--- config.mk ---
export PLATFORM = sky130hd
export DESIGN_NAME = key_value_text_tokenizer_core
export DESIGN_NICKNAME = d
export VERILOG_FILES = /design/src/kvt_pkg.sv /design/src/kvt_ram.sv /design/src/kvt_datapath.sv /design/src/kvt_controller.sv /design/src/key_value_text_tokenizer_core.sv
export SDC_FILE = /design/constraint.sdc
export NUM_CORES = 1
export LEC_CHECK = 0
export ABC_AREA = 1
export BUFFER_PORTS_ARGS = -buffer_cell sky130_fd_sc_hd__buf_2
export CAP_MARGIN = 20
export CORE_ASPECT_RATIO = 0.5
export CORE_MARGIN = 2
export CORE_UTILIZATION = 40
export DETAILED_ROUTE_END_ITERATION = 8
export GPL_ROUTABILITY_DRIVEN = 0
export PLACE_DENSITY = 0.57
export SYNTH_ARGS = -nofsm -noshare
export SYNTH_HDL_FRONTEND = slang
export SYNTH_SLANG_ARGS = --single-unit
--- constraint.sdc ---
create_clock -name clock -period 2.78 [get_ports clock]
set_input_delay 0.278 -clock clock [delete_from_list [all_inputs] [get_ports clock]]
set_output_delay 0.278 -clock clock [all_outputs]
set_load 0.1 [all_outputs]
--- src/kvt_pkg.sv ---
// ----------------------------------------------------------------------------
// kvt_pkg: shared types and constants of the key/value text tokenizer
// Payload structs, token kind codes, character codes, controller states,
// and the command and status groups between controller and datapath.
// ----------------------------------------------------------------------------
package kvt_pkg;

   // input beat: one text byte or an end-of-input mark
   typedef struct packed {
      logic [7:0] text_byte;
      logic       end_of_input;
   } req_type;

   // result beat: one token
   typedef struct packed {
      logic [7:0] token_byte;
      logic [2:0] token_kind;
      logic       last_of_run;
   } rsp_type;

   // token kinds
   localparam logic [2:0] KIND_KEY_BYTE   = 3'd0;
   localparam logic [2:0] KIND_KEY_END    = 3'd1;
   localparam logic [2:0] KIND_VALUE_BYTE = 3'd2;
   localparam logic [2:0] KIND_PAIR_END   = 3'd3;
   localparam logic [2:0] KIND_DISCARD    = 3'd4;

   // special characters
   localparam logic [7:0] CHAR_HASH      = 8'h23;
   localparam logic [7:0] CHAR_EQUAL     = 8'h3D;
   localparam logic [7:0] CHAR_QUOTE     = 8'h22;
   localparam logic [7:0] CHAR_BACKSLASH = 8'h5C;
   localparam logic [7:0] CHAR_NEWLINE   = 8'h0A;
   localparam logic [7:0] CHAR_SPACE     = 8'h20;
   localparam logic [7:0] CHAR_TAB       = 8'h09;
   localparam logic [7:0] CHAR_CR        = 8'h0D;

   // what one input byte does
   typedef enum logic [3:0] {
      ACT_NONE,
      ACT_COMMENT_LF,
      ACT_EMIT_ESC,
      ACT_ESC_DROP,
      ACT_SET_ESC,
      ACT_HASH,
      ACT_QUOTE,
      ACT_KEY_END,
      ACT_FINISH,
      ACT_HOLD,
      ACT_FLUSH
   } act_type;

   // controller states
   typedef enum logic [2:0] {
      ST_IDLE,
      ST_EXEC,
      ST_FLUSH_RD,
      ST_FLUSH_WR,
      ST_EMIT_CHAR
   } state_type;

   // controller to datapath
   typedef struct packed {
      logic load_input;
      logic do_action;
      logic flush_start;
      logic flush_emit;
      logic emit_char;
   } cmd_type;

   // datapath to controller
   typedef struct packed {
      logic single_token;
      logic is_flush;
      logic count_zero;
      logic flush_last;
      logic out_free;
   } status_type;

endpackage

--- src/kvt_ram.sv ---
// ----------------------------------------------------------------------------
// kvt_ram: generic single-port-write, single-port-read RAM
// One write and one registered read per cycle.
// ----------------------------------------------------------------------------
module kvt_ram #(
   parameter int WIDTH = 8,
   parameter int DEPTH = 16
) (
   input  logic                                    clock,
   input  logic                                    wr_en,
   input  logic [((DEPTH > 1) ? $clog2(DEPTH) : 1)-1:0] wr_addr,
   input  logic [WIDTH-1:0]                        wr_data,
   input  logic [((DEPTH > 1) ? $clog2(DEPTH) : 1)-1:0] rd_addr,
   output logic [WIDTH-1:0]                        rd_data
);

   logic [WIDTH-1:0] mem_ff [DEPTH];
   logic [WIDTH-1:0] rd_data_ff;

   // write port and registered read port
   always_ff @(posedge clock) begin
      if (wr_en) begin
         mem_ff[wr_addr] <= wr_data;
      end
      rd_data_ff <= mem_ff[rd_addr];
   end

   assign rd_data = rd_data_ff;

endmodule

--- src/kvt_datapath.sv ---
// ----------------------------------------------------------------------------
// kvt_datapath: byte classifier, parser flags, blank store and output register
// Classifies the captured byte against the parser flags, applies the
// state updates the controller commands and loads the result register.
// ----------------------------------------------------------------------------
module kvt_datapath import kvt_pkg::*; #(
   parameter int BLANK_DEPTH = 16
) (
   input  logic       clock,
   input  logic       reset,
   input  req_type    req_payload,
   input  cmd_type    cmd,
   output status_type status,
   input  logic       rsp_stall,
   output logic       rsp_valid,
   output rsp_type    rsp_payload
);

   localparam int IW = (BLANK_DEPTH > 1) ? $clog2(BLANK_DEPTH) : 1;
   localparam int CW = $clog2(BLANK_DEPTH + 1);
   localparam logic [CW-1:0] DEPTH_C = CW'(BLANK_DEPTH);
   localparam logic [CW-1:0] ONE_C   = CW'(1);

   req_type       in_ff, in_in;
   logic          in_comment_ff, in_comment_in;
   logic          esc_ff, esc_in;
   logic          quote_ff, quote_in;
   logic          key_ff, key_in;
   logic          seen_ff, seen_in;
   logic [CW-1:0] count_ff, count_in;
   logic [CW-1:0] idx_ff, idx_in;
   logic          rsp_valid_ff, rsp_valid_in;
   rsp_type       rsp_ff, rsp_in;

   logic [7:0] c;
   logic       blank;
   act_type    action;
   logic       ram_we;
   logic [7:0] ram_rdata;
   logic       out_load;
   logic       out_free;
   rsp_type    out_beat;
   logic       fin_en;
   logic       fin_complete;
   logic [2:0] data_kind;
   logic       seen_upd;

   assign c = in_ff.text_byte;
   assign blank = (c == CHAR_SPACE) || ((c >= CHAR_TAB) && (c <= CHAR_CR));
   assign data_kind = key_ff ? KIND_KEY_BYTE : KIND_VALUE_BYTE;
   assign seen_upd = blank ? seen_ff : 1'b1;
   assign out_free = !rsp_valid_ff || !rsp_stall;

   // classify the captured byte
   always_comb begin
      action = ACT_NONE;
      if (in_ff.end_of_input) begin
         action = ACT_FINISH;
      end else if (in_comment_ff) begin
         action = (c == CHAR_NEWLINE) ? ACT_COMMENT_LF : ACT_NONE;
      end else if (blank && (c != CHAR_NEWLINE) && !seen_ff) begin
         action = ACT_NONE;
      end else if (esc_ff) begin
         action = (c != 8'd0) ? ACT_EMIT_ESC : ACT_ESC_DROP;
      end else if (c == CHAR_BACKSLASH) begin
         action = ACT_SET_ESC;
      end else if ((c == CHAR_HASH) && !quote_ff) begin
         action = ACT_HASH;
      end else if (c == CHAR_QUOTE) begin
         action = ACT_QUOTE;
      end else if ((c == CHAR_EQUAL) && !quote_ff && key_ff) begin
         action = ACT_KEY_END;
      end else if (c == CHAR_NEWLINE) begin
         action = ACT_FINISH;
      end else if (blank && !quote_ff) begin
         action = ACT_HOLD;
      end else begin
         action = ACT_FLUSH;
      end
   end

   // status toward the controller
   always_comb begin
      status.single_token = (action == ACT_EMIT_ESC) || (action == ACT_HASH) ||
                            (action == ACT_KEY_END) || (action == ACT_FINISH);
      status.is_flush     = (action == ACT_FLUSH);
      status.count_zero   = (count_ff == '0);
      status.flush_last   = ((idx_ff + ONE_C) == count_ff);
      status.out_free     = out_free;
   end

   // next state of flags, counters and output beat
   always_comb begin
      in_in         = in_ff;
      in_comment_in = in_comment_ff;
      esc_in        = esc_ff;
      quote_in      = quote_ff;
      key_in        = key_ff;
      seen_in       = seen_ff;
      count_in      = count_ff;
      idx_in        = idx_ff;
      ram_we        = 1'b0;
      out_load      = 1'b0;
      out_beat      = '0;
      fin_en        = 1'b0;
      fin_complete  = 1'b0;

      if (cmd.load_input) begin
         in_in = req_payload;
      end

      // single-step actions
      if (cmd.do_action) begin
         case (action)
            ACT_COMMENT_LF: begin
               in_comment_in = 1'b0;
            end
            ACT_EMIT_ESC: begin
               out_load             = 1'b1;
               out_beat.token_byte  = c;
               out_beat.token_kind  = data_kind;
               out_beat.last_of_run = 1'b1;
               esc_in               = 1'b0;
               seen_in              = seen_upd;
            end
            ACT_ESC_DROP: begin
               esc_in  = 1'b0;
               seen_in = seen_upd;
            end
            ACT_SET_ESC: begin
               esc_in  = 1'b1;
               seen_in = 1'b1;
            end
            ACT_HASH: begin
               seen_in       = 1'b1;
               in_comment_in = 1'b1;
               fin_en        = 1'b1;
               fin_complete  = 1'b1;
            end
            ACT_QUOTE: begin
               quote_in = !quote_ff;
               seen_in  = 1'b1;
            end
            ACT_KEY_END: begin
               seen_in      = 1'b1;
               fin_en       = 1'b1;
               fin_complete = 1'b0;
            end
            ACT_FINISH: begin
               fin_en       = 1'b1;
               fin_complete = 1'b1;
            end
            ACT_HOLD: begin
               if (count_ff < DEPTH_C) begin
                  ram_we   = 1'b1;
                  count_in = count_ff + ONE_C;
               end
            end
            default: begin
            end
         endcase
      end

      // end of a part: discard marker or part switch
      if (fin_en) begin
         out_load             = 1'b1;
         out_beat.token_byte  = 8'd0;
         out_beat.last_of_run = 1'b1;
         if (fin_complete && key_ff) begin
            out_beat.token_kind = KIND_DISCARD;
         end else begin
            out_beat.token_kind = key_ff ? KIND_KEY_END : KIND_PAIR_END;
            key_in              = !key_ff;
            seen_in             = 1'b0;
            count_in            = '0;
         end
      end

      // held blank flush
      if (cmd.flush_start) begin
         idx_in  = '0;
         seen_in = 1'b1;
      end
      if (cmd.flush_emit) begin
         out_load             = 1'b1;
         out_beat.token_byte  = ram_rdata;
         out_beat.token_kind  = data_kind;
         out_beat.last_of_run = 1'b0;
         idx_in               = idx_ff + ONE_C;
      end
      if (cmd.emit_char) begin
         out_load             = 1'b1;
         out_beat.token_byte  = c;
         out_beat.token_kind  = data_kind;
         out_beat.last_of_run = 1'b1;
         count_in             = '0;
         seen_in              = 1'b1;
      end

      // output register
      rsp_valid_in = rsp_valid_ff;
      rsp_in       = rsp_ff;
      if (out_load) begin
         rsp_valid_in = 1'b1;
         rsp_in       = out_beat;
      end else if (rsp_valid_ff && !rsp_stall) begin
         rsp_valid_in = 1'b0;
      end
   end

   // control registers
   always_ff @(posedge clock) begin
      if (reset) begin
         in_comment_ff <= 1'b0;
         esc_ff        <= 1'b0;
         quote_ff      <= 1'b0;
         key_ff        <= 1'b1;
         seen_ff       <= 1'b0;
         count_ff      <= '0;
         idx_ff        <= '0;
         rsp_valid_ff  <= 1'b0;
      end else begin
         in_comment_ff <= in_comment_in;
         esc_ff        <= esc_in;
         quote_ff      <= quote_in;
         key_ff        <= key_in;
         seen_ff       <= seen_in;
         count_ff      <= count_in;
         idx_ff        <= idx_in;
         rsp_valid_ff  <= rsp_valid_in;
      end
   end

   // payload registers
   always_ff @(posedge clock) begin
      in_ff  <= in_in;
      rsp_ff <= rsp_in;
   end

   // held blank store
   kvt_ram #(
      .WIDTH (8),
      .DEPTH (BLANK_DEPTH)
   ) u_blank_ram (
      .clock   (clock),
      .wr_en   (ram_we),
      .wr_addr (count_ff[IW-1:0]),
      .wr_data (c),
      .rd_addr (idx_ff[IW-1:0]),
      .rd_data (ram_rdata)
   );

   assign rsp_valid   = rsp_valid_ff;
   assign rsp_payload = rsp_ff;

   // held blank count stays within the store
   assert property (@(posedge clock) disable iff (reset) count_ff <= DEPTH_C)
      else $error("held blank count beyond depth");

   // a flush beat only reads a written entry
   assert property (@(posedge clock) disable iff (reset)
      cmd.flush_emit |-> (idx_ff < count_ff))
      else $error("flush read past held blanks");

   // the output register is never overwritten while a beat waits
   assert property (@(posedge clock) disable iff (reset) out_load |-> out_free)
      else $error("result beat overwritten");

endmodule

--- src/kvt_controller.sv ---
// ----------------------------------------------------------------------------
// kvt_controller: sequencer of the tokenizer
// Accepts one input beat at a time, then steps the datapath through the
// action of that byte, including the flush of held blanks.
// ----------------------------------------------------------------------------
module kvt_controller import kvt_pkg::*; (
   input  logic       clock,
   input  logic       reset,
   input  logic       req_valid,
   output logic       req_stall,
   input  status_type status,
   output cmd_type    cmd
);

   state_type state_ff, state_in;

   // state register
   always_ff @(posedge clock) begin
      if (reset) begin
         state_ff <= ST_IDLE;
      end else begin
         state_ff <= state_in;
      end
   end

   // next state and commands
   always_comb begin
      state_in  = state_ff;
      cmd       = '0;
      req_stall = 1'b1;
      case (state_ff)
         ST_IDLE: begin
            req_stall = 1'b0;
            if (req_valid) begin
               cmd.load_input = 1'b1;
               state_in       = ST_EXEC;
            end
         end
         ST_EXEC: begin
            if (status.is_flush) begin
               if (status.count_zero) begin
                  if (status.out_free) begin
                     cmd.emit_char = 1'b1;
                     state_in      = ST_IDLE;
                  end
               end else begin
                  cmd.flush_start = 1'b1;
                  state_in        = ST_FLUSH_RD;
               end
            end else if (status.single_token) begin
               if (status.out_free) begin
                  cmd.do_action = 1'b1;
                  state_in      = ST_IDLE;
               end
            end else begin
               cmd.do_action = 1'b1;
               state_in      = ST_IDLE;
            end
         end
         ST_FLUSH_RD: begin
            state_in = ST_FLUSH_WR;
         end
         ST_FLUSH_WR: begin
            if (status.out_free) begin
               cmd.flush_emit = 1'b1;
               state_in       = status.flush_last ? ST_EMIT_CHAR : ST_FLUSH_RD;
            end
         end
         ST_EMIT_CHAR: begin
            if (status.out_free) begin
               cmd.emit_char = 1'b1;
               state_in      = ST_IDLE;
            end
         end
         default: begin
            state_in = ST_IDLE;
         end
      endcase
   end

   // an accepted beat always starts its action next cycle
   assert property (@(posedge clock) disable iff (reset)
      cmd.load_input |=> (state_ff == ST_EXEC))
      else $error("accepted beat not executed");

   // at most one datapath command per cycle
   assert property (@(posedge clock) disable iff (reset) $onehot0(cmd))
      else $error("conflicting datapath commands");

   // input is only open while idle
   assert property (@(posedge clock) disable iff (reset)
      !req_stall |-> (state_ff == ST_IDLE))
      else $error("input open while busy");

endmodule

--- src/key_value_text_tokenizer_core.sv ---
// ----------------------------------------------------------------------------
// key_value_text_tokenizer_core: streaming key=value line tokenizer
// Takes one text byte per input beat and emits tagged key and value bytes
// followed by key-end, pair-end or key-discarded markers.
// ----------------------------------------------------------------------------
// Usage:
//   req channel: req_valid / req_stall / req_payload (text byte or end mark).
//   rsp channel: rsp_valid / rsp_stall / rsp_payload, zero or more beats per
//   input beat; last_of_run marks the final beat of an input.
//   An input is taken in the idle state and worked on in the next cycle; each
//   result is registered and shows on rsp_valid in the cycle after it is
//   loaded. A non-blank byte that releases held blanks steps through a read
//   state and an emit state per held blank, set by the registered read of the
//   held blank memory, then emits the byte itself.
//   req_stall is high while an item is being worked on.
//   When the receiver stalls, the result waits in the output register and
//   the sequencer holds before its next result until it is taken; a new input
//   is still taken while the last result of the previous one waits.
//   Reset clears the parser flags, the held blank count and the output valid
//   flag; the held blank memory needs no clearing.
// ----------------------------------------------------------------------------
module key_value_text_tokenizer_core import kvt_pkg::*; #(
   parameter int BLANK_DEPTH = 16
) (
   input  logic    clock,
   input  logic    reset,
   input  logic    req_valid,
   output logic    req_stall,
   input  req_type req_payload,
   output logic    rsp_valid,
   input  logic    rsp_stall,
   output rsp_type rsp_payload
);

   cmd_type    cmd;
   status_type status;

   // sequencer
   kvt_controller u_controller (
      .clock     (clock),
      .reset     (reset),
      .req_valid (req_valid),
      .req_stall (req_stall),
      .status    (status),
      .cmd       (cmd)
   );

   // parser state, blank store and output register
   kvt_datapath #(
      .BLANK_DEPTH (BLANK_DEPTH)
   ) u_datapath (
      .clock       (clock),
      .reset       (reset),
      .req_payload (req_payload),
      .cmd         (cmd),
      .status      (status),
      .rsp_stall   (rsp_stall),
      .rsp_valid   (rsp_valid),
      .rsp_payload (rsp_payload)
   );

endmodule
# Word level (Yosys, flattened, before mapping)
# Memories as Yosys holds them, arrays and structs flattened. A register that Yosys moved wholly into a read port is not among the register bits.
# Cells that the tools add are included.
[totals]
regBits = 40
ramBits = 128
in_bits = 13
out_inout_bits = 14
elab_cells = 154
n_memories = 1
[mem_list]
columns = ["name", "depth", "width", "rd", "rd_ports_with_merged_regs", "write_ports", "line", "text"]
rows = [
  ["u_datapath.u_blank_ram.mem_ff", 16, 8, 1, 1, 1, "kvt_ram.sv:17", "logic [WIDTH-1:0] mem_ff [DEPTH];"],
]
[classes]
n_addsub = 2
order_cmp = 3
n_eq_ne = 24
n_mux = 73
n_bitwise = 1
n_reduce_logical = 36
[op_table]
columns = ["op", "n"]
rows = [
  ["12-bit two-way mux", 5],
  ["4-bit two-way mux", 9],
  ["1-bit two-way mux", 35],
  ["5-bit two-way mux", 7],
  ["8-bit by 6-bit == test with 1-bit output, second input constant", 4],
  ["3-bit two-way mux", 8],
  ["4-bit by 3-bit == test with 1-bit output, second input constant", 4],
  ["3-bit one-hot mux with 5 select lines", 1],
  ["4-bit == test, second input constant", 3],
  ["5-bit by 1-bit adder with 5-bit output, second input constant", 2],
  ["2-bit AND reduction", 5],
  ["1-bit logical AND", 9],
  ["4-bit by 2-bit == test with 1-bit output, second input constant", 2],
  ["8-bit by 4-bit == test with 1-bit output, second input constant", 1],
  ["8-bit by 7-bit == test with 1-bit output, second input constant", 1],
  ["8-bit by 4-bit >= comparator with 1-bit output, second input constant", 1],
  ["8-bit by 4-bit <= comparator with 1-bit output, second input constant", 1],
  ["2-bit two-way mux", 4],
  ["8-bit by 4-bit != test with 1-bit output, second input constant", 1],
  ["1-bit one-hot mux with 2 select lines", 4],
  ["2-bit nonzero test", 4],
  ["8-bit nonzero test", 1],
  ["3-bit by 2-bit == test with 1-bit output, second input constant", 2],
  ["2-bit OR reduction", 3],
  ["other kinds (14)", 22],
]

# Longest topological paths before layout
[depth]
ltp_word = 27
ltp_mapped = 20
ltp_nobuf = 20

# By module
# A second synthesis with hierarchy kept.
[hier_totals]
cells_unflattened = 882
hier_area_um2 = 8207.9
[modules_own_cells]
columns = ["mod", "n_inst", "cells_per_inst", "area_per_inst_um2"]
rows = [
  ["kvt_ram", 1, 551, 5766.8],
  ["kvt_datapath", 1, 283, 2188.3],
  ["kvt_controller", 1, 48, 252.7],
]

# Worst setup path after synthesis
# OpenSTA, ideal clock, no wires.
[synth_path]
kind = "reg2reg"
start = "reg u_datapath.in_ff, in the netlist u_datapath.c[1]"
end = "mem u_datapath.u_blank_ram.mem_ff[3][0] (enable)"
setup_ps = 370
t_arrival_ps = 2519
setup_slack_ps = -109
path_stages_with_launch = 18
path_cell_list = "edfxtp_1 inv_2 nand2_1 nand2_1 nand2_1 nand2_1 nand2_2 nand2_2 nand2_2 a21boi_4 nand2_4 nand2_2 nand3_4 a21oi_4 nand2_4 nor2_8 nand2_2 nor2_1"
[synth_via]
elab_chain_cells = 24
word_cells_on_any_way = 46
cone_classes = "order compare: 2; eq/ne: 13; mux: 19; reduce/logical: 12"
[synth_lines]
columns = ["element", "line", "text"]
rows = [
  ["from (decl)", "kvt_datapath.sv:24", "req_type in_ff, in_in;"],
  ["from (signal assigned)", "kvt_datapath.sv:236", "in_ff <= in_in;"],
  ["8-bit by 4-bit >= comparator with 1-bit output / 8-bit by 4-bit <= comparator with 1-bit output (equally long branches)", "kvt_datapath.sv:49", "assign blank = (c == CHAR_SPACE) || ((c >= CHAR_TAB) && (c <= CHAR_CR));"],
  ["1-bit logical AND", "kvt_datapath.sv:49", ""],
  ["1-bit logical OR", "kvt_datapath.sv:49", ""],
  ["1-bit logical AND", "kvt_datapath.sv:75", "end else if (blank && !quote_ff) begin"],
  ["2-bit two-way mux", "kvt_datapath.sv:75", ""],
  ["4-bit two-way mux", "kvt_datapath.sv:73", "end else if (c == CHAR_NEWLINE) begin"],
  ["4-bit two-way mux", "kvt_datapath.sv:71", "end else if ((c == CHAR_EQUAL) && !quote_ff && key_ff) begin"],
  ["4-bit two-way mux", "kvt_datapath.sv:69", "end else if (c == CHAR_QUOTE) begin"],
  ["(+7 left out)", "-", ""],
  ["1-bit logical OR (2 in a row)", "kvt_datapath.sv:84", "status.single_token = (action == ACT_EMIT_ESC) || (action == ACT_HASH) ||"],
  ["1-bit logical OR", "kvt_datapath.sv:85", "(action == ACT_KEY_END) || (action == ACT_FINISH);"],
  ["1-bit two-way mux", "kvt_controller.sv:50", "end else if (status.single_token) begin"],
  ["1-bit two-way mux", "kvt_controller.sv:40", "if (status.is_flush) begin"],
  ["2-bit two-way mux", "kvt_controller.sv:31", "case (state_ff)"],
  ["1-bit two-way mux (*)", "kvt_datapath.sv:113", "if (cmd.do_action) begin"],
  ["1-bit two-way mux (*)", "kvt_ram.sv:22", "if (wr_en) begin"],
  ["1-bit two-way mux (implied by the code) (*)", "kvt_ram.sv:23", "mem_ff[wr_addr] <= wr_data;"],
  ["to (decl)", "kvt_ram.sv:17", ""],
]
# Every way passes the cells marked *; elsewhere a longest branch is shown, timed or not.

# Worst setup path in the final report
[layout_path]
start = "reg u_datapath.in_ff, in the netlist u_datapath.c[0]"
end = "mem u_datapath.u_blank_ram.mem_ff[8][2] (enable)"
# Same word-level chain as after synthesis.

==> impl_metrics.yaml <==
sta:
  max_freq_ghz: 0.3580
  fin_crit_sh: 1.005
  finalSetupTns_ps: -211.4
  setup_violations: 25
  maxSlewViolCount: 0
  fin_crit_ps: 2793
  finClkSkew_ps: 8.696
  rsz0062_at_grt: "yes"
  fin_ws_ps: -13.28
  timing.slew.headroom: 0.4284
  final_hold_viol_count: 0
  tightest_slew_ps: 854.2
detailed_routing:
  antenna_left: 0
  vias: 5351
  drt_wl_total_um: 18770
  first_pass_iters: 5
  routed_via_density: 5.034
  wl_per_cell_um: 17.65
  drcViolationCount: 0
  initialDrtViolationCount: 559
critical_path:
  crit_fanout: 8
  end_kind: "register"
  required_ps: 2920
  worst_setup_path_start_kind: "register"
  arrival_ps: 2940
  worst-setup-path-type: "reg -> reg"
floorplanning:
  initial_core_util: 0.4053
  die_w_um: 201.9
  coreArea_um2: 19320
  die_h_um: 102.9
  io-pin-count: 27
  die_area_um2: 20780
  rows: 36
global_routing:
  antenna_found_initial: 0
  gr-usage-met2: 0.2992
  use_met3: 0.03887
  track_usage: 0.1903
  first_global_vias: 5087
  met1_usage: 0.2665
  busiest_layer: "met2"
  grt-ovfl-total: 0
  grt_max_degree: 98
  grt_pass1_wl_um: 29090
hold_path:
  holdCritPathClass: "in -> reg"
synth:
  synth_seq_cells: 176
  syn_area_per_cell_um2: 11.14
  synth_area_leaders: "edfxtp_1, dfxtp_1, nand2_1"
  synthDistinctLibCells: 35
  synth_top_area_share: 0.5713
  syn-cell-area_um2: 7831
  ys_seq_area_frac: 0.6404
  synth_top_cell_by_area: "edfxtp_1"
  synthCells: 703
  syn_nets: 721
  ys_warn_count: 0
layout:
  final_cell_area_um2: 9458
  final_cell_mix: "edfxtp_1, nand2_1, inv_1"
  nets: 802
  fillers: 1744
  synthToLayoutAreaGrowth_pct: 20.77
  n_antenna_cell: 0
  layout_commonest_cell: "edfxtp_1"
  drive_gt1_frac: 0.2409
run_status:
  violations: "negative setup slack"
  outcome: "finished with violations"
cts:
  path_clk_slew_ps: 70
  htreeDepth: 4
  cts_tree: "yes"
  cts_buffers: 17
  clockRootBuffer: "clkbuf_16"
  clock_path_buffers: 2
  clock_sinks: 176
  clk_latency_ps: 430
pwr:
  ir_drop_v: 0.0003097
  p_per_area_nw_per_um2: 589.9
  power.leakage_nw: 3.535
job:
  max_cap_viol_count: 0
place:
  place_area_um2: 8641
  io_buffers: 26
  dpl.hpwl_um: 12920
## critical path, stage by stage (launching register included)
cell,delay (ps)
edfxtp_1,450
buf_6,160
nor2_4,120
nand2_2,70
nor2_4,100
inv_2,80
a21oi_2,120
a21boi_4,230
nand2_4,110
nand3_4,90
nand3_4,100
a21oi_4,190
nand2_4,90
nor2_8,180
nand2_4,120
nor2_1,100
buf_4,180
## synth_stat cells
cell / instances
nand2_2: 8
nand2_1: 87
nor2_4: 4
o32ai_1: 1
edfxtp_1: 149
a21oi_1: 47
nand3_2: 1
ha_1: 5
nor2_8: 1
buf_1: 6
nor3_1: 8
mux2i_1: 32
clkbuf_1: 20
xor2_1: 5
xnor2_1: 4
nand3_1: 22
nand4_1: 17
a21boi_0: 1
nand2_4: 5
a21boi_4: 1
nor4b_1: 1
inv_1: 75
nand3_4: 1
or2_2: 2
nor2_1: 59
a31oi_1: 1
o21ai_0: 55
a21oi_4: 1
o21ai_1: 2
inv_2: 10
clkinv_1: 3
nor2_2: 1
o21ai_2: 8
dfxtp_1: 27
o211ai_1: 33
## routing by layer
layer | share of wire | up-vias
li1 | - | 2630
met4 | 0.016 | 0
met1 | 0.49 | 2576
met3 | 0.051 | 23
met5 | 0 | -
met2 | 0.44 | 122
## power by group
group,total [mW],leakage [nW],switching [mW],internal (mW)
combinational,0.395,1.69,0.290,0.105
clock,2.27,0.271,1.06,1.21
sequential,2.91,1.57,0.0176,2.89
total,5.58,3.53,1.37,4.21
## what timing repair did
action | CTS | global route
setup endpoints to repair | 120 | 158
gates resized for setup | 6 | 46
pin swaps | 2 | 14
buffers inserted | 2 | 9
hold buffers | 0 | 0
## kinds of logic after synthesis
family / count (synthesis) / synth area share
compound gates: 150 / 0.1144
xor+xnor: 9 / 0.01006
fa+ha+maj: 5 / 0.007988
buf+inv: 114 / 0.05464
flops: 176 / 0.6404
mux: 32 / 0.04090
simple gates: 217 / 0.1317
## registers in the layout (all words and copies together), names as in the netlist
signal                          flops
u_datapath.u_blank_ram.mem_ff     128
u_datapath.quote_ff                 1
u_datapath.key_ff                   1
u_datapath.count_ff                 5
u_datapath.u_blank_ram.rd_data      8
u_datapath.idx_ff                   5
u_datapath.esc_ff                   1
u_datapath.rsp_valid                1
u_datapath.rsp_payload             12
u_controller.state_ff               3
u_datapath.in_comment_ff            1
u_datapath.seen_ff                  1
u_datapath.c                        8
u_datapath.in_ff                    1
## worst paths after layout
path	start	endpoint	slack, ps	cells after the start
worst max-delay path	u_datapath.c[0]	u_datapath.u_blank_ram.mem_ff[8][2]	-10	16
worst min-delay path	req_payload[0]	u_datapath.in_ff[0]	20	1
worst max register to register	u_datapath.c[0]	u_datapath.u_blank_ram.mem_ff[8][2]	-10	16
worst min register to register	u_datapath.idx_ff[4]	u_datapath.idx_ff[4]	480	2
## cell type report
type | instances | area (um^2) | area share
sequential | 176 | 5019 | 0.5306
tap | 266 | 332.8 | 0.03519
clock buffer | 20 | 456.7 | 0.04829
inverter | 88 | 332.8 | 0.03519
timing repair buffer | 88 | 694.4 | 0.07342
multi-input combinational | 413 | 2522 | 0.2667
clock inverter | 12 | 100.1 | 0.01058
## stage by stage
step,utilization,std cells,total power [mW],hold slack (ps),setup slack (ps)
2_1_floorplan,-,703,3.202,376.9,-109.3
3_3_place_gp,0.4472,1020,3.332,457.3,-103.2
3_5_place_dp,0.4472,1020,3.336,470.3,-104.5
4_1_cts,0.4777,1054,5.588,14.20,19.13
5_1_grt,0.4894,1063,5.751,8.942,-150.1
6_report,0.4894,1063,5.579,22.58,-13.28
No activity file was read; power rests on OpenSTA's default activity.
